## src/rtl/core/spc_pkg.sv

```systemverilog
// Shared types, constants and arithmetic helpers of the pixel compositor.
package spc_pkg;

    // Default frame store geometry
    localparam int FB_WIDTH_DEF  = 256;
    localparam int FB_HEIGHT_DEF = 256;

    // Configuration port
    localparam int CFG_W     = 9;
    localparam int CFG_IDX_W = 1;
    localparam logic [CFG_IDX_W-1:0] REG_CANVAS_WIDTH  = 1'd0;
    localparam logic [CFG_IDX_W-1:0] REG_CANVAS_HEIGHT = 1'd1;
    localparam logic [CFG_W-1:0]     CANVAS_RESET      = 9'd256;

    // Item fields
    localparam int POS_W = 13;
    localparam int OP_W  = 2;
    localparam int PIX_W = 32;
    localparam logic [OP_W-1:0] OP_BLEND = 2'd0;
    localparam logic [OP_W-1:0] OP_WRITE = 2'd1;
    localparam logic [OP_W-1:0] OP_READ  = 2'd2;

    // Queue between front and back
    localparam int Q_DEPTH = 2;
    localparam int Q_PTR_W = 1;
    localparam int Q_CNT_W = 2;

    // Classified command handed from front to back
    typedef struct packed {
        logic [OP_W-1:0]  op;
        logic             in_bounds;
        logic [PIX_W-1:0] src;       // A R G B, alpha in the top byte
    } cmd_t;

    // Queue status seen by both sides
    typedef struct packed {
        logic full;
        logic empty;
    } q_stat_t;

    // s*sa + d*(255-sa) + 127, at most 65152
    function automatic logic [15:0] mix_acc(input logic [7:0] s, input logic [7:0] d,
                                            input logic [7:0] sa);
        logic [7:0] inv;
        inv = 8'd255 - sa;
        return 16'(s) * 16'(sa) + 16'(d) * 16'(inv) + 16'd127;
    endfunction

    // Floor of v / 255 for v below 65280 through add-and-shift
    function automatic logic [7:0] div255(input logic [15:0] v);
        logic [16:0] t;
        t = 17'(v) + 17'(v[15:8]) + 17'd1;
        return t[15:8];
    endfunction

endpackage

```

## src/rtl/core/spc_queue.sv

```systemverilog
// Two-entry queue that decouples the front end from the back end.
module spc_queue #(
    parameter int W = 8
) (
    input  logic             clk,
    input  logic             rst_n,
    input  logic             push,
    input  logic [W-1:0]     din,
    input  logic             pop,
    output logic [W-1:0]     dout,
    output spc_pkg::q_stat_t stat
);

    logic [W-1:0]                 mem_reg [spc_pkg::Q_DEPTH];
    logic [spc_pkg::Q_PTR_W-1:0]  wr_ptr_reg;
    logic [spc_pkg::Q_PTR_W-1:0]  rd_ptr_reg;
    logic [spc_pkg::Q_CNT_W-1:0]  cnt_reg;
    logic [spc_pkg::Q_CNT_W-1:0]  cnt_next;
    logic                         do_push;
    logic                         do_pop;

    assign stat.full  = (cnt_reg == spc_pkg::Q_CNT_W'(spc_pkg::Q_DEPTH));
    assign stat.empty = (cnt_reg == '0);
    assign do_push    = push && !stat.full;
    assign do_pop     = pop && !stat.empty;
    assign dout       = mem_reg[rd_ptr_reg];

    // Track the fill level
    always_comb
    begin
        cnt_next = cnt_reg;
        if (do_push && !do_pop)
        begin
            cnt_next = cnt_reg + 1'b1;
        end
        else if (do_pop && !do_push)
        begin
            cnt_next = cnt_reg - 1'b1;
        end
    end

    // Advance pointers
    always_ff @(posedge clk or negedge rst_n)
    begin
        if (!rst_n)
        begin
            wr_ptr_reg <= '0;
            rd_ptr_reg <= '0;
            cnt_reg    <= '0;
        end
        else
        begin
            cnt_reg <= cnt_next;
            if (do_push)
            begin
                wr_ptr_reg <= wr_ptr_reg + 1'b1;
            end
            if (do_pop)
            begin
                rd_ptr_reg <= rd_ptr_reg + 1'b1;
            end
        end
    end

    // Store entries
    always_ff @(posedge clk)
    begin
        if (do_push)
        begin
            mem_reg[wr_ptr_reg] <= din;
        end
    end

endmodule

```

## config.mk

```make
export PLATFORM = sky130hd
export DESIGN_NAME = spc_queue
export DESIGN_NICKNAME = d
export VERILOG_FILES = /design/src/rtl/core/spc_pkg.sv /design/src/rtl/core/spc_queue.sv
export SDC_FILE = /design/constraint.sdc
export NUM_CORES = 1
export LEC_CHECK = 0
export BUFFER_PORTS_ARGS = -buffer_cell sky130_fd_sc_hd__buf_2
export CAP_MARGIN = 30
export CORE_MARGIN = 2
export CORE_UTILIZATION = 45
export DETAILED_ROUTE_END_ITERATION = 10
export GPL_ROUTABILITY_DRIVEN = 0
export PLACE_DENSITY = 0.7
export SYNTH_ARGS = -nofsm -noshare
export SYNTH_HDL_FRONTEND = slang
export SYNTH_SLANG_ARGS = --single-unit
```

## constraint.sdc

```tcl
create_clock -name clk -period 1.57 [get_ports clk]
set_input_delay 0.157 -clock clk [delete_from_list [all_inputs] [get_ports clk]]
set_output_delay 0.157 -clock clk [all_outputs]
set_load 0.1 [all_outputs]
```

# Word level (Yosys, flattened, before mapping)
# Memories as Yosys holds them, arrays and structs flattened.
# Cells that the tools add are included.
[totals]
ff_bits = 4
mem_bits_rw = 16
input_bits = 12
output_inout_bits = 10
elab_cells = 23
n_memories = 1
[classes]
addsub = 4
eq_ne = 1
muxes = 4
n_reduce_logical = 10
[mem_list]
columns = ["name", "words", "width", "rd", "rd_ports_with_merged_regs", "write_ports", "line_no", "source"]
rows = [
  ["mem_reg", 2, 8, 1, 0, 1, "spc_queue.sv:14", "logic [W-1:0] mem_reg [spc_pkg::Q_DEPTH];"],
]
[op_table]
columns = ["op", "count"]
rows = [
  ["$logic_and A1 B1 Y1", 4],
  ["$logic_not A1 Y1", 4],
  ["$mux W2", 2],
  ["$add A1 B1 Y1 const B", 2],
  ["$add A2 B1 Y2 const B", 1],
  ["$eq A2 B2 Y1 const B", 1],
  ["$logic_not A2 Y1", 1],
  ["$mux W1", 2],
  ["$reduce_bool A2 Y1", 1],
  ["$sub A2 B1 Y2 const B", 1],
]

# Depth between registers and ports, before layout
# Gate-level depths: netlist (run 1).
[depth]
ltp_word = 7
ltp_mapped = 7
depth_no_buf = 7

# Least setup slack after synthesis (run 1)
# Ideal clock, no wire load.
[synth_timing]
kind = "flip-flop to output port"
start = "register cnt_reg[0] (netlist name)"
end = "output stat[0] (netlist name)"
arrival_time_ns = 1.673
t_required_ns = 1.413
slack_ns = -0.260
path_stages_with_launch = 2
n_path_buf = 0
cell_sequence = "dfrtp_1 nor2_1"
[synth_rtl]
columns = ["item", "line_no", "source"]
rows = [
  ["start: declaration", "spc_queue.sv:17", "logic [spc_pkg::Q_CNT_W-1:0] cnt_reg;"],
  ["start signal: assignment", "spc_queue.sv:53", "cnt_reg <= cnt_next;"],
  ["end: declaration", "spc_queue.sv:11", "output spc_pkg::q_stat_t stat"],
]

# Worst setup path after layout (run 1)
[layout_timing]
start = "register rd_ptr_reg"
end = "output dout[7]"
[layout_via]
elab_chain_cells = 1
[layout_lines]
columns = ["item", "line_no", "source"]
rows = [
  ["start: declaration", "spc_queue.sv:16", "logic [spc_pkg::Q_PTR_W-1:0] rd_ptr_reg;"],
  ["start signal: assignment", "spc_queue.sv:60", "rd_ptr_reg <= rd_ptr_reg + 1'b1;"],
  ["$mem_v2 Z2 W8", "n/a", ""],
  ["end: declaration", "spc_queue.sv:10", "output logic [W-1:0] dout,"],
]
# No other way between the ends.

==> results of run 1 <==
cells in the final DEF (no fill, tap or decap), types with 2 or more instances in the layout:
master	instances
sky130_fd_sc_hd__buf_2	12
sky130_fd_sc_hd__edfxtp_1	16
sky130_fd_sc_hd__inv_1	2
sky130_fd_sc_hd__dfrtp_1	3
sky130_fd_sc_hd__clkbuf_4	4
sky130_fd_sc_hd__xor2_1	2
sky130_fd_sc_hd__mux2_2	2
sky130_fd_sc_hd__buf_4	4
sky130_fd_sc_hd__xnor2_1	2
sky130_fd_sc_hd__nor2_1	2
sky130_fd_sc_hd__mux2_1	6
sky130_fd_sc_hd__buf_6	8
per-layer routing:
layer,up-vias,global-route usage
li1,217,-
met1,225,0.121
met2,16,0.220
met3,4,0.0476
met4,0,0.106
met5,-,0
timing repair:
| item | 4_1_cts | 5_1_grt |
|---|---|---|
| gates resized for setup | 9 | 9 |
| setup buffers | 1 | 0 |
| setup endpoints to repair | 8 | 9 |
| hold endpoints to repair | 4 | 0 |
| hold buffers | 1 | 0 |
cells by family (layout without fill, tap and decap cells):
| kind of cell | Yosys count | after routing |
|---|---|---|
| and+or+nand+nor | 6 | 6 |
| adders and majority gates | 1 | 1 |
| AOI/OAI and AO/OA | 1 | 1 |
| muxes | 8 | 8 |
| buffers and inverters | 3 | 31 |
| xor gates and xnor gates | 5 | 5 |
| DFF | 20 | 20 |
metrics by stage:
stage | cell area (µm²) | setup slack [ns] | hold WS, ns | util
4_1_cts | 990 | 0.00951 | 0.0470 | 0.593
3_5_place_dp | 928 | 0.152 | -0.0279 | 0.556
3_3_place_gp | 928 | 0.178 | -0.0297 | 0.556
6_report | 1020 | 0.0609 | 0.0518 | 0.612
5_1_grt | 1020 | 0.00277 | 0.0400 | 0.612
2_1_floorplan | 785 | 0.123 | -0.139 | -
area by class of cell:
cell class / count / share of cell area
well taps: 17 / 0.0208
inverters: 2 / 0.00734
repair buffers: 26 / 0.193
multi-input cells: 21 / 0.187
clock buffers: 3 / 0.0220
flip-flops and latches: 20 / 0.569
path summary, 6_finish.rpt:
path	start	end	slack, ns	cells past startpoint
min reg2reg	wr_ptr_reg	wr_ptr_reg	0.53	1
max	rd_ptr_reg	dout[7]	0.06	2
max reg2reg	cnt_reg[0]	cnt_reg[1]	0.16	7
min in group asynchronous	rst_n	cnt_reg[1]	0.19	2
max in group asynchronous	rst_n	rd_ptr_reg	1.24	2
min	din[4]	mem_reg[0][4]	0.05	1
worst max-delay path: cells and delay by family (launching register included):
kind / cells / cell delay [ns]
flip-flops: 1 / 0.50
multiplexers: 1 / 0.37
buffers and inverters: 1 / 0.19
==> flow_summary.yaml, run 1 <==
run_status:
  run_status: "complete, no violations"
global_route:
  grt_util_all_layers: 0.129
  grt-ovfl-total: 0
  wire_length_of_the_first_global_routing_pass_mm: 1.68
  first_global_vias: 419
  antenna_found_initial: 0
  pin_count_of_the_biggest_net_entering_global_routing: 11
timing:
  tightest_slew_ns: 0.484
  maxClockFrequency_mhz: 663
  setup-tns-final_ns: 0
  final_max_slew_viol_count: 0
  layout_min_cycle_time_ns: 1.51
  rsz0062_at_grt: "false"
  hold_violations: 0
  timing.slew.headroom: 0.679
  fin_skew_ns: 0.00303
  timing.final.setup_violations: 0
  timing.final.crit_share: 0.961
die:
  io_pins: 22
  start_util: 0.468
  die_h_um: 45.7
  placement_row_count: 15
  die_width_um: 45.7
  die_area_um2: 2090
  core-area_um2: 1670
synthesis:
  ys_seq_elements: 20
  netlist_instances: 44
  synth_seq_area_share: 0.742
  syn_avg_cell_area_um2: 17.8
  synth-compound-area-share: 0.00640
  yosys.area_share.xor_xnor: 0.0656
  synth-simple-area-share: 0.0384
  ys.warnings.count: 0
  synth.cells.most_frequent: "sky130_fd_sc_hd__edfxtp_1 (16), sky130_fd_sc_hd__mux2_1 (6), sky130_fd_sc_hd__dfrtp_1 (4)"
  synth_top_cell_by_area: "sky130_fd_sc_hd__edfxtp_1"
  synth.distinct_cells: 15
  synth_enable_flop_cells: 16
  synthAdderAreaFrac: 0.0160
  syn_nets: 57
  netlist_area_um2: 782
  synthMuxAreaShare: 0.115
  async_reset_ff_frac: 0.200
  synthMostInstantiatedCell: "sky130_fd_sc_hd__edfxtp_1"
  combinational_family_with_the_most_area_after_synthesis: "multiplexers"
  post-synth-top-area-fraction: 0.614
  yosys_most_used_dff: "sky130_fd_sc_hd__edfxtp_1"
  ys_top_cells_by_area: "sky130_fd_sc_hd__edfxtp_1 (61%), sky130_fd_sc_hd__dfrtp_1 (13%), sky130_fd_sc_hd__mux2_1 (8.6%)"
cts:
  clock_tree_from_tritoncts: "built"
  cts_max_path_buffers: 2
  cts_root_buffer: "sky130_fd_sc_hd__clkbuf_4"
  cts_max_level: 1
  clkTransAtPathRegs_ns: 0.10
  insertion_delay_ns: 0.29
  clock_sink_count: 20
  cts_made_buffers: 3
detailed_routing:
  drt-initial-drc-count: 3
  drtAntennaViolNets: 0
  via_per_inst: 5.19
  vias: 462
  met3_wirelength_um: 70
  remaining_drc_errors: 0
  route.final.wire_length_mm: 1.19
  highest_layer_used_for_signal_routing: "met4"
  wl_met1_um: 486
  routed-wl-met2_um: 596
  drt_pass1_iterations: 2
  route.detailed.wl_per_inst_um: 13.3
final_layout:
  flow.area_growth_from_synthesis_pct: 30.7
  count_of_inserted_antenna_diode_cells: 0
  final_std_cells_w_o_fill: 89
  multi_input_area_um2: 191
  area.sequential_um2: 582
  nets: 87
  layout.filler_cells: 140
  largest_register_ffs: 16
  final_layout_size_suffix_gt1_frac: 0.472
critical_path:
  worst_setup_path_start_kind: "register"
  arrival_time_at_the_worst_endpoint_ns: 1.35
  timing.critical_path.required_ns: 1.41
  critPathMaxFanout: 9
  crit_path_top_delay_cell: "sky130_fd_sc_hd__dfrtp_2"
  crit_chain: "mux2_1 -> buf_6"
  timing_worst_setup_path_type: "register to output port"
  max_stage_delay_ns: 0.50
  cp-end-kind: "output port"
placed_design:
  hpwl_after_dpl_um: 859
  io_buffers: 21
  numPlacedInstances: 84
worst_hold_path:
  worst_hold_class: "primary input to register"
flow_run:
  drv.max_cap_violation_count: 0
Power of run 1 is not shown: default switching activity piles up to over one toggle a cycle in this logic, so the estimate is an artifact.
==> inputs of run 2 (changes only) <==
- ABC_AREA: default -> 1
- CORE_UTILIZATION: 45 -> 49
- PLACE_DENSITY: 0.7 -> 0.75
==> flow_summary.yaml, run 2 <==
critical_path:
  timing_worst_setup_path_type: "register to output port"
  cp-end-kind: "output port"
  crit_path_top_delay_cell: "sky130_fd_sc_hd__dfrtp_2"
  timing.reg2reg.setup_slack_ns: 0.13
  max_stage_delay_ns: 0.48
  timing.critical_path.required_ns: 1.41
  arrival_time_at_the_worst_endpoint_ns: 1.32
  crit_chain: "nor2_2 -> buf_2"
  worst_setup_path_start_kind: "register"
  critPathMaxFanout: 7
detailed_routing:
  vias: 584
  route.final.wire_length_mm: 1.43
  remaining_drc_errors: 0
  drtAntennaViolNets: 0
  drt_pass1_iterations: 3
  route.detailed.wl_per_inst_um: 12.4
  via_per_inst: 5.08
  drt-initial-drc-count: 10
synthesis:
  netlist_area_um2: 810
  netlist_instances: 73
  syn_avg_cell_area_um2: 11.1
  synth_seq_area_share: 0.717
  ys_seq_elements: 20
  synth_enable_flop_cells: 16
  ys.warnings.count: 0
  synthMostInstantiatedCell: "sky130_fd_sc_hd__nand2_1"
  yosys_most_used_dff: "sky130_fd_sc_hd__edfxtp_1"
  syn_nets: 86
  synth_top_cell_by_area: "sky130_fd_sc_hd__edfxtp_1"
  async_reset_ff_frac: 0.200
  post-synth-top-area-fraction: 0.594
  ys_top_cells_by_area: "sky130_fd_sc_hd__edfxtp_1 (59%), sky130_fd_sc_hd__nand2_1 (15%), sky130_fd_sc_hd__dfrtp_1 (12%)"
  synth.distinct_cells: 14
  synth.cells.most_frequent: "sky130_fd_sc_hd__nand2_1 (33), sky130_fd_sc_hd__edfxtp_1 (16), sky130_fd_sc_hd__inv_1 (7)"
final_layout:
  area.sequential_um2: 583
  largest_register_ffs: 16
  layout.cells.most_common_list: "sky130_fd_sc_hd__nand2_1 (33), sky130_fd_sc_hd__edfxtp_1 (16), sky130_fd_sc_hd__buf_2 (12)"
  multi_input_area_um2: 201
  count_of_inserted_antenna_diode_cells: 0
  nets: 113
  layout.filler_cells: 112
  final_layout_size_suffix_gt1_frac: 0.323
  flow.area_growth_from_synthesis_pct: 36.9
  final_common_cell: "sky130_fd_sc_hd__nand2_1"
die:
  placement_row_count: 14
  core-area_um2: 1520
  io_pins: 22
  die_area_um2: 1990
  die_width_um: 44.6
  start_util: 0.531
  die_h_um: 44.6
timing:
  timing.final.setup_violations: 0
  timing.final.crit_share: 0.939
  final_max_slew_viol_count: 0
  setup-tns-final_ns: 0
  rsz0062_at_grt: "false"
  hold_violations: 0
  fin_skew_ns: 0.00124
  maxClockFrequency_mhz: 678
  tightest_slew_ns: 0.484
  fin_hold_ws_ns: 0.0452
  timing.slew.headroom: 0.680
  layout_min_cycle_time_ns: 1.47
placed_design:
  io_buffers: 21
  hpwl_after_dpl_mm: 1.11
worst_hold_path:
  worst_hold_class: "primary input to register"
global_route:
  grt-ovfl-total: 0
  antenna_found_initial: 0
  wire_length_of_the_first_global_routing_pass_mm: 2.57
  pin_count_of_the_biggest_net_entering_global_routing: 12
  grt_util_all_layers: 0.184
  first_global_vias: 592
cts:
  insertion_delay_ns: 0.29
  clock_tree_from_tritoncts: "built"
  cts_root_buffer: "sky130_fd_sc_hd__clkbuf_4"
  cts_max_path_buffers: 2
  cts_max_level: 1
  clock_sink_count: 20
  cts_made_buffers: 3
  clkTransAtPathRegs_ns: 0.10
run_status:
  run_status: "complete, no violations"
flow_run:
  drv.max_cap_violation_count: 0
==> run 2: metrics by stage <==
stage / setup slack, ns / instances / instance area, µm² / utilization
after floorplan: -0.113 / 73 / 818 / -
after detailed placement: 0.155 / 110 / 1070 / 0.700
after global placement: 0.265 / 110 / 1070 / 0.700
after CTS: 0.0189 / 115 / 1100 / 0.723
final: 0.0956 / 115 / 1110 / 0.727
after global routing: 0.0249 / 115 / 1110 / 0.727
==> run 2: logic make-up (layout without fill, tap and decap cells) <==
kind of cell,after synthesis,count (layout),share of synthesized area
AND/OR/NAND/NOR,40,40,0.201
AO/OA/AOI/OAI,2,2,0.0124
adder cells (fa/ha/maj),1,1,0.0155
buffers and inverters,9,35,0.0433
flip-flops,20,20,0.717
XOR/XNOR,1,1,0.0108
==> run 2: worst paths after layout <==
path                                      end       start  cells past startpoint
min in group asynchronous          cnt_reg[0]       rst_n                      2
worst min register to register     wr_ptr_reg  wr_ptr_reg                      2
worst min-delay path            mem_reg[1][3]      din[3]                      1
worst max register to register     cnt_reg[1]  cnt_reg[0]                      6
max in group asynchronous          rd_ptr_reg       rst_n                      2
worst max-delay path                  stat[0]  cnt_reg[0]                      2
==> run 2: layout make-up <==
| cell class | instances | area share |
|---|---|---|
| clock buffer | 3 | 0.0203 |
| tap | 16 | 0.0181 |
| timing repair buffer | 23 | 0.221 |
| clock inverter | 1 | 0.00339 |
| multi-input combinational | 44 | 0.182 |
| sequential | 20 | 0.526 |
| inverter | 8 | 0.0293 |
==> run 2: metal layers <==
layer,vias to the layer above,global-route usage,part of all wire,wire [µm]
met4,0,0.115,0.043,61
met5,-,0,0,0
met1,263,0.235,0.40,569
met2,22,0.293,0.51,735
met3,8,0.0286,0.043,61
li1,291,-,-,-
==> run 2: what timing repair did <==
item,in CTS,in global routing
endpoints found under the hold margin,4,0
gates resized for setup,0,3
buffers inserted,0,0
hold buffers,1,0
setup endpoints to repair,0,9
==> run 2: worst max-delay path, delay by kind of cell (launching register included) <==
kind          cells  cell delay, ns
buf+inv           1            0.43
flops             1            0.48
simple gates      1            0.11
Power of run 2 is left out for the same reason.
