$ cat config.mk
export PLATFORM = sky130hd
export DESIGN_NAME = spc_front
export DESIGN_NICKNAME = d
export VERILOG_FILES = /design/src/rtl/core/spc_pkg.sv /design/src/rtl/core/spc_front.sv
export SDC_FILE = /design/constraint.sdc
export NUM_CORES = 1
export LEC_CHECK = 0
export BUFFER_PORTS_ARGS = -buffer_cell sky130_fd_sc_hd__buf_2
export CAP_MARGIN = 20
export CORE_MARGIN = 2
export CORE_UTILIZATION = 30
export DETAILED_ROUTE_END_ITERATION = 12
export GPL_TIMING_DRIVEN = 0
export PLACE_DENSITY_LB_ADDON = 0.05
export SLEW_MARGIN = 20
export SYNTH_ARGS = -nofsm -noshare
export SYNTH_HDL_FRONTEND = slang
export SYNTH_SLANG_ARGS = --single-unit
$ cat constraint.sdc
create_clock -name clk -period 2.23 [get_ports clk]
set_input_delay 0.223 -clock clk [delete_from_list [all_inputs] [get_ports clk]]
set_output_delay 0.223 -clock clk [all_outputs]
set_load 0.01 [all_outputs]
$ cat src/rtl/core/spc_pkg.sv
// Shared types, constants and arithmetic helpers of the pixel compositor.
package spc_pkg;

    // Default frame store geometry
    localparam int FB_WIDTH_DEF  = 256;
    localparam int FB_HEIGHT_DEF = 256;

    // Configuration port
    localparam int CFG_W     = 9;
    localparam int CFG_IDX_W = 1;
    localparam logic [CFG_IDX_W-1:0] REG_CANVAS_WIDTH  = 1'd0;
    localparam logic [CFG_IDX_W-1:0] REG_CANVAS_HEIGHT = 1'd1;
    localparam logic [CFG_W-1:0]     CANVAS_RESET      = 9'd256;

    // Item fields
    localparam int POS_W = 13;
    localparam int OP_W  = 2;
    localparam int PIX_W = 32;
    localparam logic [OP_W-1:0] OP_BLEND = 2'd0;
    localparam logic [OP_W-1:0] OP_WRITE = 2'd1;
    localparam logic [OP_W-1:0] OP_READ  = 2'd2;

    // Queue between front and back
    localparam int Q_DEPTH = 2;
    localparam int Q_PTR_W = 1;
    localparam int Q_CNT_W = 2;

    // Classified command handed from front to back
    typedef struct packed {
        logic [OP_W-1:0]  op;
        logic             in_bounds;
        logic [PIX_W-1:0] src;       // A R G B, alpha in the top byte
    } cmd_t;

    // Queue status seen by both sides
    typedef struct packed {
        logic full;
        logic empty;
    } q_stat_t;

    // s*sa + d*(255-sa) + 127, at most 65152
    function automatic logic [15:0] mix_acc(input logic [7:0] s, input logic [7:0] d,
                                            input logic [7:0] sa);
        logic [7:0] inv;
        inv = 8'd255 - sa;
        return 16'(s) * 16'(sa) + 16'(d) * 16'(inv) + 16'd127;
    endfunction

    // Floor of v / 255 for v below 65280 through add-and-shift
    function automatic logic [7:0] div255(input logic [15:0] v);
        logic [16:0] t;
        t = 17'(v) + 17'(v[15:8]) + 17'd1;
        return t[15:8];
    endfunction

endpackage

$ cat src/rtl/core/spc_front.sv
// Front end: canvas registers, bounds check and address formation.
module spc_front #(
    parameter int FB_WIDTH  = spc_pkg::FB_WIDTH_DEF,
    parameter int FB_HEIGHT = spc_pkg::FB_HEIGHT_DEF,
    parameter int AW        = $clog2(FB_WIDTH * FB_HEIGHT)
) (
    input  logic                          clk,
    input  logic                          rst_n,
    input  logic                          cfg_we,
    input  logic [spc_pkg::CFG_IDX_W-1:0] cfg_index,
    input  logic [spc_pkg::CFG_W-1:0]     cfg_data,
    input  logic [spc_pkg::OP_W-1:0]      in_op,
    input  logic [spc_pkg::POS_W-1:0]     in_x,
    input  logic [spc_pkg::POS_W-1:0]     in_y,
    input  logic [spc_pkg::PIX_W-1:0]     in_src,
    output spc_pkg::cmd_t                 cmd,
    output logic [AW-1:0]                 addr
);

    localparam int XW = $clog2(FB_WIDTH);
    localparam int YW = $clog2(FB_HEIGHT);
    localparam logic [spc_pkg::POS_W-1:0] LimW = spc_pkg::POS_W'(FB_WIDTH);
    localparam logic [spc_pkg::POS_W-1:0] LimH = spc_pkg::POS_W'(FB_HEIGHT);

    logic [spc_pkg::CFG_W-1:0] cw_reg;
    logic [spc_pkg::CFG_W-1:0] ch_reg;
    logic [spc_pkg::POS_W-1:0] cw_ext;
    logic [spc_pkg::POS_W-1:0] ch_ext;
    logic [spc_pkg::POS_W-1:0] lim_w;
    logic [spc_pkg::POS_W-1:0] lim_h;
    logic                      x_ok;
    logic                      y_ok;

    // Write canvas registers
    always_ff @(posedge clk or negedge rst_n)
    begin
        if (!rst_n)
        begin
            cw_reg <= spc_pkg::CANVAS_RESET;
            ch_reg <= spc_pkg::CANVAS_RESET;
        end
        else if (cfg_we)
        begin
            case (cfg_index)
                spc_pkg::REG_CANVAS_WIDTH:  cw_reg <= cfg_data;
                spc_pkg::REG_CANVAS_HEIGHT: ch_reg <= cfg_data;
                default: ;
            endcase
        end
    end

    // Clamp the canvas to the store
    always_comb
    begin
        cw_ext = spc_pkg::POS_W'(cw_reg);
        ch_ext = spc_pkg::POS_W'(ch_reg);
        lim_w  = (cw_ext < LimW) ? cw_ext : LimW;
        lim_h  = (ch_ext < LimH) ? ch_ext : LimH;
    end

    // Classify the coordinate
    assign x_ok = !in_x[spc_pkg::POS_W-1] &&
                  ({1'b0, in_x[spc_pkg::POS_W-2:0]} < lim_w);
    assign y_ok = !in_y[spc_pkg::POS_W-1] &&
                  ({1'b0, in_y[spc_pkg::POS_W-2:0]} < lim_h);

    // Row-major address, stride of one store row
    assign addr = AW'(in_y[YW-1:0]) * AW'(FB_WIDTH) + AW'(in_x[XW-1:0]);

    assign cmd.op        = in_op;
    assign cmd.in_bounds = x_ok && y_ok;
    assign cmd.src       = in_src;

endmodule

**Word level (Yosys, flattened, before mapping)**

Cells that the tools add are included.

- Bits in registers: 18
- Bits of input ports: 73
- Output and inout port bits: 51
- Logic and storage cells: 17

- $add $sub $neg: 1
- $lt $le $gt $ge: 4
- Muxes and demuxes: 2
- Bitwise gates (word level): 1
- Reductions and logical operators: 7

Operators with widths:

| cell | count |
|---|---|
| 12-bit by 9-bit < comparator with 1-bit output | 2 |
| 9-bit < comparator (second input constant) | 2 |
| 9-bit 2-to-1 mux | 2 |
| 16-bit by 8-bit adder with 16-bit output | 1 |
| 2-bit AND reduction | 2 |
| 1-bit logical AND | 3 |
| 1-bit zero test | 2 |
| 1-bit NOT | 1 |

**Depth between registers and ports, before layout**

Gate-level depths: netlist of run 1.

- Depth in word-level cells: 5
- Gate-level depth with buffers: 8

**Worst setup path after synthesis of run 1**

No wires, ideal clock.

- Path type: register to output
- Start: register ch_reg[8] (netlist name)
- End: output cmd[32] (netlist name)
- Arrival: 1715 ps
- Slack: 292 ps
- Cell stages (with the launch flop): 9
- Buffers on the path: 0
- Cell sequence: dfstp_2 -> clkinv_1 -> nand2_1 -> ha_1 -> a21oi_1 -> nor2_1 -> a211oi_1 -> o21ai_0 -> a31oi_1

RTL lines:

| item | line | text |
|---|---|---|
| from (decl) | spc_front.sv:26 | `logic [spc_pkg::CFG_W-1:0] ch_reg;` |
| from (signal assigned) | spc_front.sv:40 | `ch_reg <= spc_pkg::CANVAS_RESET;` |
| from (signal assigned) | spc_front.sv:46 | `spc_pkg::REG_CANVAS_HEIGHT: ch_reg <= cfg_data;` |
| to (decl) | spc_front.sv:16 | `output spc_pkg::cmd_t cmd,` |

==> out/summary.txt, run 1 <==
status: finished, violations left
violated checks: negative setup slack
Compound-Gate Fraction of Synth Area: 0.0533
CP endpoint kind: primary output
final net count: 337
Async SR Flop Fraction: 1.00
Synth Area in Adders: 0.135
vias in the first global route: 1196
Antenna Nets Post-Route: 0
Synth area leader: dfrtp_1
Antenna diodes: 0
final core occ: 0.467
Slew Viols, Final: 0
CP Data Arrival Time: 2.08 ns
Power, Total: 1070 µW
post-detail-place hpwl: 2870 µm
Static Leak: 0.00115 µW
Initial Utilization: 0.313
Vias: 1313
cell with the most instances after synthesis: buf_4
Syn Area/Cell: 9.85 µm²
WL final: 3360 µm
hold_sp: cfg_data[8]
synthesized instance count: 150
RSZ-0062 raised after global routing: yes
final setup vio count: 1
top cell type's share of synthesized area: 0.271
Die W: 74.2 µm
CTS clk-pin slew, worst paths: 0.06 ns
worst-case clock buffer depth: 2
CTS sink cnt: 18
Top FF cell, synth: dfrtp_1
Fin. Hold Viols: 0
slew margin rel.: 0.734
# DRC: 0
RePlAce Congestion: 0.630
Post-synth top cells: buf_4, nand2_1, dfrtp_1, ha_1, mux2_2
placed insts: 306
Seq/Total Area, Yosys: 0.307
via/cell ratio: 4.18
Critical Path Source: cw_reg[8]
IO Pins: 124
Hold Crit Class: in2reg
VDD IR max: 0.000319 V
CTS tree: built
critical path class: reg2out
CTS root buf: clkbuf_8
Critical Path Start Type: flip-flop
core area: 0.00472 mm²
#FFs+latches synth: 18
post-synthesis simple-gate area fraction: 0.110
synth unique cells: 29
final hold slack: 0.214 ns
period utilisation layout: 1.03
Port Buffer Count: 89
Die Height: 74.2 µm
pin count of the biggest net entering global routing: 19
CP max FO: 8
WL/cell: 10.7 µm
Max Clock Freq: 434 MHz
FF-to-FF Start: cw_reg[8]
Finished Layout Cells: 314
Total GRT Usage: 0.115
Skew-Pair Late Insertion Delay: 0.24 ns
Worst-Margin Slew: 0.399 ns
row cnt: 25
layout cell share with drive strength beyond 1: 0.733
drt pass-1 iters: 4
first-pass GRT wire length: 4990 µm
area delta synth->final: 49.2%
required time worst endpoint: 2.01 ns
die area: 0.00550 mm²
Post-synth EDFFs: 0
fin crit period: 2.31 ns
Max Cap Violations: 0
Synth Warn #: 0
total power density per cell area: 486 mW/mm²
multiplexer area fraction after synthesis: 0.130
Initial DRC Count: 12
top post-synthesis cells by area: dfrtp_1, buf_4, ha_1
Cell Area, Synth: 0.00148 mm²
H-tree depth: 1
xor and xnor area share after synthesis: 0
Setup WS post-layout: -0.0761 ns
Num CTS Buffers: 3
Layout Skew: 0 ns
main combinational cell family by area after synthesis: buffers and inverters
Congestion Overflow GR: 0
antenna violations before repair: 0
Post-Syn Nets: 239
==> routing by layer <==
metal	share of wire	vias to the layer above	global-route usage
met5	0	-	0
met4	0	0	0.0121
met3	0.095	0	0.0298
met2	0.50	61	0.217
met1	0.40	594	0.133
li1	-	658	-
==> power breakdown <==
group / internal [µW] / switching, µW / leakage (µW) / total, µW
sequential: 379 / 30.2 / 0.000209 / 409
clock: 127 / 99.5 / 0.0000228 / 226
combinational: 247 / 190 / 0.000917 / 437
total: 752 / 320 / 0.00115 / 1070
==> worst max-delay path, cell delays in order (launching register included) <==
cell and delay (ns):
dfstp_2 0.56, inv_6 0.06, buf_6 0.12, nand2_2 0.07
ha_4 0.20, o21ai_1 0.11, a31oi_1 0.06, nor3_1 0.26
o21ai_1 0.11, a31oi_1 0.14, buf_2 0.15
==> layout make-up <==
class	instances	area [µm²]
Timing Repair Buffer	93	482
Multi-Input combinational cell	78	739
Inverter	3	21.3
Fill cell	482	2520
Sequential cell	18	453
Clock buffer	4	45.0
Tap cell	67	83.8
Buffer	51	380
==> stage by stage <==
| step | setup WS [ns] | setup TNS (ns) | area (µm²) |
|---|---|---|---|
| CTS | -0.0587 | -0.0587 | 2190 |
| global placement | -0.0273 | -0.0273 | 2010 |
| floorplan | 0.292 | 0 | 1480 |
| global route | -0.178 | -0.178 | 2200 |
| detailed placement | -0.0232 | -0.0232 | 2010 |
| finish | -0.0761 | -0.0761 | 2200 |
==> final timing paths <==
| path | to | slack, ns | depth (start not counted) |
|---|---|---|---|
| hold / removal | cw_reg[8] | 0.21 | 3 |
| setup / recovery | cmd[32] | -0.08 | 10 |
| setup reg to reg | cw_reg[8] | 1.37 | 2 |
| hold reg to reg | ch_reg[6] | 0.50 | 1 |
| min in group asynchronous | cw_reg[4] | 0.43 | 2 |
| max in group asynchronous | ch_reg[8] | 1.48 | 2 |
==> placed cells by master, fill, tap and decap left out, types with 2 or more instances in the layout <==
cell      instances
mux2_2           16
nand2_4           3
clkbuf_8          3
nor2_1            3
a31oi_1           2
nand4_1           2
dfrtp_1          16
a21oi_2           2
nor3_1            2
buf_4            52
ha_4              5
nand2_1          14
dfstp_2           2
ha_1             11
o21ai_1           3
buf_2            90
==> kinds of logic after synthesis <==
family	after synthesis
compound gates	13
simple gates	32
flops	18
buf+inv	54
fa+ha+maj	16
mux	17
==> what timing repair did <==
item	CTS	global route
hold buffers	1	0
hold endpoints to repair	16	0
setup endpoints to repair	1	1
buffers inserted	3	0
pin swaps	11	0
gates resized for setup	21	2
(Power assumes the default switching activity.)
==> run 2: changes to the inputs <==
clock period = 3 ns   (was 2.23 ns; I/O delays follow)
==> out/summary.txt, run 2 (synthesized netlist as in run 1, its figures left out) <==
total power density per cell area: 361 mW/mm² (-26%)
drt pass-1 iters: 2 (-2)
die area: 0.00550 mm² (unchanged)
period utilisation layout: 0.855
post-cts sizing count: 0 (-100%)
via/cell ratio: 4.13 (-1.3%)
worst-case clock buffer depth: 2 (unchanged)
Fin. Hold Viols: 0 (unchanged)
WL/cell: 10.5 µm (-2.3%)
core area: 0.00472 mm² (unchanged)
VDD IR max: 0.000238 V (-25%)
antenna violations before repair: 0 (unchanged)
CTS root buf: clkbuf_8
Die W: 74.2 µm (unchanged)
final net count: 334 (-0.89%)
FF-to-FF Start: cw_reg[8]
CP endpoint kind: primary output
Antenna Nets Post-Route: 0 (unchanged)
Max Cap Violations: 0 (unchanged)
RSZ-0062 raised after global routing: no
CTS sink cnt: 18 (unchanged)
Critical Path Start Type: flip-flop
required time worst endpoint: 2.70 ns (+0.69 ns)
CP max FO: 8 (unchanged)
hold path endpoint: cw_reg[8]
CTS clk-pin slew, worst paths: 0.06 ns (about the same)
Static Leak: 0.00111 µW (-2.9%)
Total GRT Usage: 0.111 (-0.00422)
Port Buffer Count: 89 (unchanged)
Layout Skew: 0 ns (unchanged)
final setup vio count: 0 (-1)
post-detail-place hpwl: 2870 µm (unchanged)
IO Pins: 124 (unchanged)
leading cell types in the layout, fill and taps excluded: buf_2, buf_4, nand2_1
Num CTS Buffers: 3 (unchanged)
Die Height: 74.2 µm (unchanged)
commonest non-fill, non-tap cell in the layout: buf_2
worst r2r dst: cw_reg[8]
Initial DRC Count: 14 (+2)
area delta synth->final: 39.5%
Slew Viols, Final: 0 (unchanged)
Met1 Wirelength: 1340 µm (-0.88%)
Vias: 1283 (-2.3%)
cts hold-fix bufs: 1 (unchanged)
Worst-Margin Slew: 0.401 ns (+0.00229 ns)
Top delay family on crit path: flip-flops
Post CTS Setup Buffer Count: 0 (-3)
flop2flop setup slack: 2.16 ns (+0.79 ns)
Hold Crit Class: in2reg
Slowest cell on crit path: dfstp_2
Max Clock Freq: 390 MHz
CP Buf/Inv Count: 2 (-1)
WL final: 3260 µm (-3.2%)
CP Cell Sequence: clkinv_1 > ha_1 > nor4_2 > nand4_1 > a311oi_1 > o21ai_1 > a31oi_1 > buf_2
final core occ: 0.437 (-0.0302)
slew margin rel.: 0.732 (-0.00153)
H-tree depth: 1 (unchanged)
Setup WS post-layout: 0.435 ns (+0.512 ns)
RePlAce Congestion: 0.630 (unchanged)
Congestion Overflow GR: 0 (unchanged)
CP Data Arrival Time: 2.26 ns (+0.18 ns)
pin count of the biggest net entering global routing: 19 (unchanged)
CTS tree: built
wire length on met3: 319 µm (unchanged)
first-pass GRT wire length: 4790 µm (-4.0%)
Initial Utilization: 0.313 (unchanged)
status: completed
Slowest Stage Delay on Critical Path: 0.54 ns (-0.02 ns)
layout cell share with drive strength beyond 1: 0.672 (-0.0607)
row cnt: 25 (unchanged)
Antenna diodes: 0 (unchanged)
Worst R2R Path Depth: 2 (unchanged)
# DRC: 0 (unchanged)
critical path class: reg2out
vias in the first global route: 1172 (-2.0%)
pre-CTS WS: 0.670 ns (+0.693 ns)
highest metal used: met3
fin crit period: 2.56 ns
met2 WL: 1590 µm (-5.7%)
hold_sp: cfg_data[8]
WHS Path Cells: 3 (unchanged)
Final TNS setup: 0 ns (+0.0761 ns)
Skew-Pair Late Insertion Delay: 0.25 ns (about the same)
## run 2: cell count changes in the layout (fill, tap and decap cells not counted), moves of 2 or more
| cell | before | now |
|---|---|---|
| ha_1 | 11 | 16 |
| a21oi_1 | 1 | 3 |
| nand2_1 | 14 | 18 |
| a21oi_2 | 2 | 0 |
| o21ai_1 | 3 | 1 |
| buf_4 | 52 | 50 |
| nand2_4 | 3 | 0 |
| o21ai_0 | 1 | 3 |
| ha_4 | 5 | 0 |
## run 2: power breakdown
part | internal (µW) | switching (µW)
clock network | 94.1 | 74.4
registers | 281 | 16.9
logic | 154 | 123
## run 2: routing by layer
metal / up-vias / track usage
li1: 652 / -
met1: 570 / 0.129
met2: 61 / 0.207
met3: 0 / 0.0298
met4: 0 / 0.0121
met5: - / 0
## run 2: worst max path at each step
stage | start | end | slack [ns] | cells past startpoint
6_report | ch_reg[8] | cmd[32] | 0.44 | 8
5_1_grt | ch_reg[8] | cmd[32] | 0.22 | 8
4_1_cts | ch_reg[8] | cmd[32] | 0.38 | 9
3_5_place_dp | ch_reg[8] | cmd[32] | 0.67 | 9
3_3_place_gp | ch_reg[8] | cmd[32] | 0.67 | 9
2_1_floorplan | ch_reg[8] | cmd[32] | 0.98 | 8
## run 2: metrics by stage
stage,instances,hold slack (ns),area [µm²],power (µW)
6_report,311,0.292,2060,743
3_5_place_dp,306,0.257,2010,585
5_1_grt,311,0.299,2060,808
4_1_cts,311,0.283,2060,760
3_3_place_gp,306,0.256,2010,582
2_1_floorplan,150,0.00441,1480,485
## run 2: area by class of cell
| class | instances | area (µm²) |
|---|---|---|
| well taps | 67 | 83.8 |
| inverters | 3 | 11.3 |
| repair buffers | 90 | 455 |
| clock buffers | 4 | 45.0 |
| plain buffers | 51 | 380 |
| flip-flops and latches | 18 | 453 |
| fillers | 497 | 2660 |
| multi-input cells | 78 | 633 |
## run 2: worst register-to-register path, cell delays in order, from the launching register on
cell and delay, ns:
dfstp_2 0.52, inv_2 0.08, o21ai_0 0.17
==> run 3: changes to the inputs <==
CTS_BUF_LIST = sky130_fd_sc_hd__clkbuf_8   (was not set)
CTS_CLUSTER_SIZE = 24   (was not set)
==> out/summary.txt, run 3 (synthesized netlist as in run 1, its figures left out) <==
Max Clock Freq: 390 MHz (about the same)
status: completed
Setup WS post-layout: 0.435 ns (-0.0000120 ns)
CP Cell Sequence: clkinv_1 > ha_1 > nor4_2 > nand4_1 > a311oi_1 > o21ai_1 > a31oi_1 > buf_2
Total GRT Usage: 0.111 (unchanged)
FF-to-FF Start: cw_reg[8]
commonest non-fill, non-tap cell in the layout: buf_2
drt pass-1 iters: 2 (unchanged)
leading cell types in the layout, fill and taps excluded: buf_2, buf_4, nand2_1
final net count: 334 (unchanged)
Slowest cell on crit path: dfstp_2
row cnt: 25 (unchanged)
Worst R2R Path Depth: 2 (unchanged)
final setup vio count: 0 (unchanged)
via/cell ratio: 4.13 (unchanged)
CP Buf/Inv Count: 2 (unchanged)
Critical Path Start Type: flip-flop
final hold slack: 0.292 ns (-0.0000120 ns)
Die W: 74.2 µm (unchanged)
WHS Path Cells: 3 (unchanged)
H-tree depth: 1 (unchanged)
WL/cell: 10.5 µm (about the same)
Antenna Nets Post-Route: 0 (unchanged)
post-cts sizing count: 0 (unchanged)
Layout Skew: 0 ns (unchanged)
first-pass GRT wire length: 4790 µm (unchanged)
Final TNS setup: 0 ns (unchanged)
CTS clk-pin slew, worst paths: 0.06 ns (about the same)
flop2flop setup slack: 2.16 ns (about the same)
die area: 0.00550 mm² (unchanged)
RePlAce Congestion: 0.630 (unchanged)
CP max FO: 8 (unchanged)
worst r2r dst: cw_reg[8]
post-detail-place hpwl: 2870 µm (unchanged)
Static Leak: 0.00112 µW (+0.37%)
WL final: 3260 µm (about the same)
Vias: 1283 (unchanged)
CP Data Arrival Time: 2.26 ns (about the same)
Congestion Overflow GR: 0 (unchanged)
Skew-Pair Late Insertion Delay: 0.25 ns (about the same)
worst-case clock buffer depth: 2 (unchanged)
critical path class: reg2out
total power density per cell area: 359 mW/mm² (-0.37%)
layout cell share with drive strength beyond 1: 0.672 (unchanged)
period utilisation layout: 0.855 (about the same)
Worst-Margin Slew: 0.402 ns (+0.000144 ns)
area of the multi-input gates: 633 µm² (unchanged)
Max Cap Violations: 0 (unchanged)
CTS tree: built
pre-CTS WS: 0.670 ns (unchanged)
core area: 0.00472 mm² (unchanged)
hold_sp: cfg_data[8]
hold path endpoint: cw_reg[8]
Reg area: 453 µm² (unchanged)
Die Height: 74.2 µm (unchanged)
# DRC: 0 (unchanged)
VDD IR max: 0.000235 V (-1.1%)
Initial Utilization: 0.313 (unchanged)
Power, Total: 741 µW (-0.37%)
Fin. Hold Viols: 0 (unchanged)
area delta synth->final: 39.5% (unchanged)
Post CTS Setup Buffer Count: 0 (unchanged)
pin count of the biggest net entering global routing: 19 (unchanged)
slew margin rel.: 0.732 (about the same)
Hold Crit Class: in2reg
Port Buffer Count: 89 (unchanged)
antenna violations before repair: 0 (unchanged)
Top delay family on crit path: flip-flops
RSZ-0062 raised after global routing: no
final core occ: 0.437 (unchanged)
IO Pins: 124 (unchanged)
Initial DRC Count: 14 (unchanged)
Num CTS Buffers: 3 (unchanged)
Critical Path Stages: 8 (unchanged)
CTS root buf: clkbuf_8
required time worst endpoint: 2.70 ns (about the same)
Fill cells: 497 (unchanged)
Antenna diodes: 0 (unchanged)
vias in the first global route: 1172 (unchanged)
Slowest Stage Delay on Critical Path: 0.54 ns (about the same)
cts hold-fix bufs: 1 (unchanged)
Slew Viols, Final: 0 (unchanged)
CTS sink cnt: 18 (unchanged)
fin crit period: 2.56 ns (+0.0000120 ns)
CP endpoint kind: primary output
[run 3: cell types whose count changed in the layout (fill, tap and decap cells not counted), sizes merged]
cell	previous run	this run
inv	2	3
clkbuf	4	3
[run 3: final cells by class]
| class | instances | area share |
|---|---|---|
| multi-input cells | 78 | 0.307 |
| flip-flops and latches | 18 | 0.220 |
| repair buffers | 90 | 0.221 |
| inverters | 3 | 0.00546 |
| clock inverters | 1 | 0.00182 |
| plain buffers | 51 | 0.184 |
| well taps | 67 | 0.0407 |
| clock buffers | 3 | 0.0200 |
[run 3: worst max-delay path by stage]
stage | startpoint | endpoint | slack (ns)
after floorplan | ch_reg[8] | cmd[32] | 0.98
after global placement | ch_reg[8] | cmd[32] | 0.67
after detailed placement | ch_reg[8] | cmd[32] | 0.67
after CTS | ch_reg[8] | cmd[32] | 0.38
after global routing | ch_reg[8] | cmd[32] | 0.22
final | ch_reg[8] | cmd[32] | 0.44
[run 3: power by group]
group	total [µW]	internal [µW]	leakage, µW	switching [µW]
registers	298	281	0.000209	16.9
clock network	166	90.7	0.0000269	75.1
logic	277	154	0.000883	123
[run 3: worst min-delay path: cells and delay by family]
kind                   cells  cell delay (ns)
AOI/OAI and AO/OA          1             0.07
and+or+nand+nor            1             0.05
buffers and inverters      1             0.11
[run 3: metrics by stage]
stage,cell area (µm²),std cells
final,2060,311
after global routing,2060,311
after global placement,2010,306
after CTS,2060,311
after detailed placement,2010,306
after floorplan,1480,150
[run 3: per-layer routing]
layer  track usage  wire length [µm]  vias up
li1              -                 -      652
met4        0.0121                 0        0
met5             0                 0        -
met1         0.129              1350      570
met3        0.0298               319        0
met2         0.207              1590       61
